<file path="src/hw/rtl/aobt_ram.sv">
module aobt_ram #(
	parameter int WIDTH = 8,
	parameter int DEPTH = 16
) (
	input  logic                     clk,
	input  logic                     we,
	input  logic [$clog2(DEPTH)-1:0] waddr,
	input  logic [WIDTH-1:0]         wdata,
	input  logic [$clog2(DEPTH)-1:0] raddr,
	output logic [WIDTH-1:0]         rdata
);

	logic [WIDTH-1:0] mem [DEPTH];

	always_ff @(posedge clk) begin
		if (we) begin
			mem[waddr] <= wdata;
		end
		rdata <= mem[raddr];
	end

endmodule
</file>
<file path="config.mk">
export PLATFORM = sky130hd
export DESIGN_NAME = aobt_ram
export DESIGN_NICKNAME = d
export VERILOG_FILES = /design/src/hw/rtl/aobt_ram.sv
export SDC_FILE = /design/constraint.sdc
export NUM_CORES = 1
export LEC_CHECK = 0
export ABC_AREA = 0
export BUFFER_PORTS_ARGS = -buffer_cell sky130_fd_sc_hd__buf_2
export CORE_ASPECT_RATIO = 0.8
export CORE_UTILIZATION = 40
export CTS_BUF_LIST = sky130_fd_sc_hd__clkbuf_4 sky130_fd_sc_hd__clkbuf_8
export DETAILED_ROUTE_END_ITERATION = 8
export GPL_TIMING_DRIVEN = 0
export PLACE_DENSITY_LB_ADDON = 0.1
export SLEW_MARGIN = 20
export SYNTH_ARGS = -nofsm -noshare
export SYNTH_HDL_FRONTEND = slang
export SYNTH_SLANG_ARGS = --single-unit
</file>
<file path="constraint.sdc">
create_clock -name clk -period 2.5 [get_ports clk]
set_input_delay 0.625 -clock clk [delete_from_list [all_inputs] [get_ports clk]]
set_output_delay 0.625 -clock clk [all_outputs]
set_load 0.005 [all_outputs]
</file>
# ---- Word level (Yosys, flattened, before mapping)
# Memory sizes are Yosys's and may differ from the RTL's. A register that Yosys moved wholly into a read port is not among the register bits.
# Cells that the tools add are included.
dict set report word_totals {
  ff_bits 0
  latch_bits 0
  ram_bits 128
  rom_bits 0
  in_bits 18
  output_inout_bits 8
  word_cells 3
  mem_count 1
}
dict set report op_classes {
  n_addsub 0
  mul 0
  div 0
  n_lt_le_gt_ge 0
  eq_ne 0
  shift 0
  n_mux 2
  bitwise_logic 0
  n_reduce_logical 0
}
# name depth width rd rd_clocked_by_memory_dff wr line
set mem_list {}
lappend mem_list {mem 16 8 1 1 1 13} ;# logic [WIDTH-1:0] mem [DEPTH];
# operator count
set ops {}
lappend ops {{$mux W1} 2}

# ---- Depth between registers and ports, before layout
dict set report depth {
  depth_word 2
  ltp_mapped 5
  mapped_depth_nobuf 3
}

# ---- Worst setup path after synthesis
# No wires, ideal clock.
dict set report synth_timing {
  path_type {in2reg}
  from {input port waddr[2]}
  to {memory mem[0][0] (enable)}
  setup_ps 383
  t_arrival_ps 1735
  t_required_ps 2117
  setup_slack_ps 382
  cell_stages 2
  path_buffers 0
  path_cell_list {or3b_2 > nor3_1}
}
# item line
set synth_rtl {}
lappend synth_rtl {{start, declared} 7} ;# input logic [$clog2(DEPTH)-1:0] waddr,
lappend synth_rtl {{end, declared} 13}
# No word-level cell before the write port.

# ---- Final worst setup path
dict set report layout_timing {
  from {input port waddr[2]}
  to {memory mem[3][3] (enable)}
}
# No word-level cell before the write port.

==> results.tsv <==
stage	metric	value	unit
run_status	outcome	finished, final reports clean	
finish	final_core_util	0.478	
pwr	peakVddDrop	607	uV
finish	area_growth_syn_to_layout	14.7	%
floorplan	start_util	0.417	
yosys	syn_nets	247	
timing	fin_crit	1940	ps
timing	setup_viol	0	
timing	timing.final.ws_setup	562	ps
cts	cts_tree	built	
timing	hold_violations	0	
hold_path	hold_depth	1	
pwr	powerDensity	780	nW/um2
finish	num-fill-cells	1075	
hold_path	whs_endpoint	mem[7][6]	
route	antenna_violating_nets_post_route	0	
yosys	synth_top_area_share	0.747	
yosys	synth_top_area_cell	edfxtp_1	
route	via_count	2388	
route	drt-pass1-iter-count	5	
route	finalWirelength	10400	um
grt	grt_overflow	0	
setup_path	end_kind	flip-flop	
floorplan	core	12300	um2
finish	drive_gt1_frac	0.308	
yosys	syn_inst	229	
hold_path	min-delay-path-class	in -> reg	
route	vias_per_cell	5.23	
grt	track_usage	0.174	
job	drv_cap	0	
placed_design	pre_cts_ws	110	ps
cts	clockRootBuffer	clkbuf_8	
yosys	synth_area_leaders	edfxtp_1 (75%), mux4_2 (7.9%), mux4_1 (7.1%)	
setup_path	crit_fanout	8	
setup_path	start_kind	primary input	
cts	htreeDepth	4	
floorplan	chipHeight	103	um
route	drt-initial-drc-count	146	
setup_path	reg2reg_depth	3	
yosys	ys_ff_latch	136	
timing	worst_pin_slew	901	ps
finish	nets	291	
placed_design	gp_congestion	0.713	
cts	path_clk_slew	70	ps
finish	diodes	0	
route	routedWlPerCell	22.8	um
setup_path	cp.required	2550	ps
yosys	syn_avg_cell_area	22.5	um2
placed_design	hpwl	6710	um
timing	slew_viol_final	0	
setup_path	crit-reg2reg-launch	mem[1][3]	
yosys	ys_types	19	
timing	rsz0062_at_grt	no	
cts	clockBufferDepth	2	
timing	finalCritPeriodShare	0.775	
setup_path	r2r_slack	1070	ps
floorplan	die-area	13300	um2
yosys	yosysSeqAreaShare	0.778	
yosys	synth_warnings	0	
setup_path	r2r_end	rdata[3]	
timing	timing.hold.ws	602	ps
floorplan	core.rowCount	36	
hold_path	min_from	wdata[6]	
floorplan	io-pin-count	26	
cts	cts-resized-gates	0	
setup_path	path_class	in -> reg	
cts	numCtsBuffers	17	
pwr	cellLeakagePower	1.95	nW
timing	fin_skew	4.71	ps
grt	antenna_found_initial	0	
placed_design	port_buffers	24	
cts	cts_setup_buffers	0	
cts	clock_sinks	136	
grt	first_global_vias	2361	
cts	postCtsHoldBufs	0	
setup_path	worst_ep_arrival_time	1990	ps
timing	slew_headroom	0.397	
timing	fmax	0.516	GHz
grt	grt_pass1_wl	15300	um
yosys	syn-cell-area	5150	um2
grt	grt_max_degree	17	
floorplan	die_w	129	um
route	drcViolationCount	0	
cts	clock_latency	420	ps
state kept, by name, indices dropped and copies added, names as in the netlist:
register and count:
mem 128, rdata 8
cell usage after synthesis:
cell type        instances
edfxtp_1               128
mux4_2                  18
a22oi_1                 16
mux4_1                  14
nor2_1                  13
nand2_1                  9
dfxtp_1                  8
nor3_1                   4
buf_2                    3
buf_6                    3
clkdlybuf4s25_2          3
nand2b_1                 2
nand3b_1                 2
and2_1                   1
and2b_1                  1
buf_4                    1
nand3_1                  1
nor2b_1                  1
or3b_2                   1
worst max-delay path, cell delays in order:
cell,delay (ps)
buf_2,130
or3b_2,520
nor2_1,710
per-stage QoR:
stage	cells	setup TNS (ps)	total power [mW]	cell area, um2
2_1_floorplan	229	0	2.74	5150
3_3_place_gp	424	-2490	2.86	5480
3_5_place_dp	425	0	2.86	5510
4_1_cts	457	0	4.64	5900
5_1_grt	457	0	4.76	5900
6_report	457	0	4.60	5900
cell families (layout without fill, tap and decap cells):
kind of cell | Yosys count | count (layout) | synth area share
and+or+nand+nor | 35 | 35 | 0.0318
DFF | 136 | 136 | 0.778
buffers and inverters | 10 | 67 | 0.0168
AOI/OAI and AO/OA | 16 | 16 | 0.0233
muxes | 32 | 32 | 0.150
how the worst max path moves through the flow:
stage                endpoint     start
finish              mem[3][3]  waddr[2]
global route        mem[2][3]  waddr[2]
CTS                 mem[1][2]  waddr[2]
detailed placement  mem[1][7]  waddr[2]
global placement    mem[0][7]  waddr[2]
floorplan           mem[0][0]  waddr[2]
report_power, final:
| part | internal, mW | leakage, nW | switching [mW] | total, mW |
|---|---|---|---|---|
| Sequential | 2.55 | 1.22 | 0.0118 | 2.56 |
| Clock | 1.01 | 0.206 | 0.781 | 1.80 |
| Combinational | 0.102 | 0.525 | 0.146 | 0.248 |
| Total | 3.66 | 1.95 | 0.939 | 4.60 |
cell usage in the layout, fill, tap and decap left out, types with 2 or more instances in the layout:
cell type,instances
buf_4,2
clkdlybuf4s25_2,3
nor3_2,4
nand2b_1,2
clkinv_2,5
mux4_2,18
dfxtp_1,8
clkinv_1,2
bufinv_16,3
clkbuf_8,17
mux4_1,14
buf_6,3
nand3b_1,2
clkbuf_4,4
nand2_1,9
a22oi_1,16
edfxtp_1,128
buf_2,27
nor2_1,13
layout make-up:
cell class	instances	area, um2	area share
timing repair buffer	25	128	0.0216
sequential	136	4000	0.678
buffer	10	86.3	0.0146
multi-input combinational	83	1080	0.182
clock inverter	11	130	0.0220
clock buffer	21	264	0.0447
tap	171	214	0.0362
layer usage:
| metal | wire, um | share of wire | global-route usage |
|---|---|---|---|
| met1 | 4980 | 0.48 | 0.256 |
| met2 | 4660 | 0.45 | 0.245 |
| met5 | 0 | 0 | 0 |
| met3 | 587 | 0.056 | 0.0504 |
| met4 | 196 | 0.019 | 0.0652 |
Power figures use the tool's default switching activity.
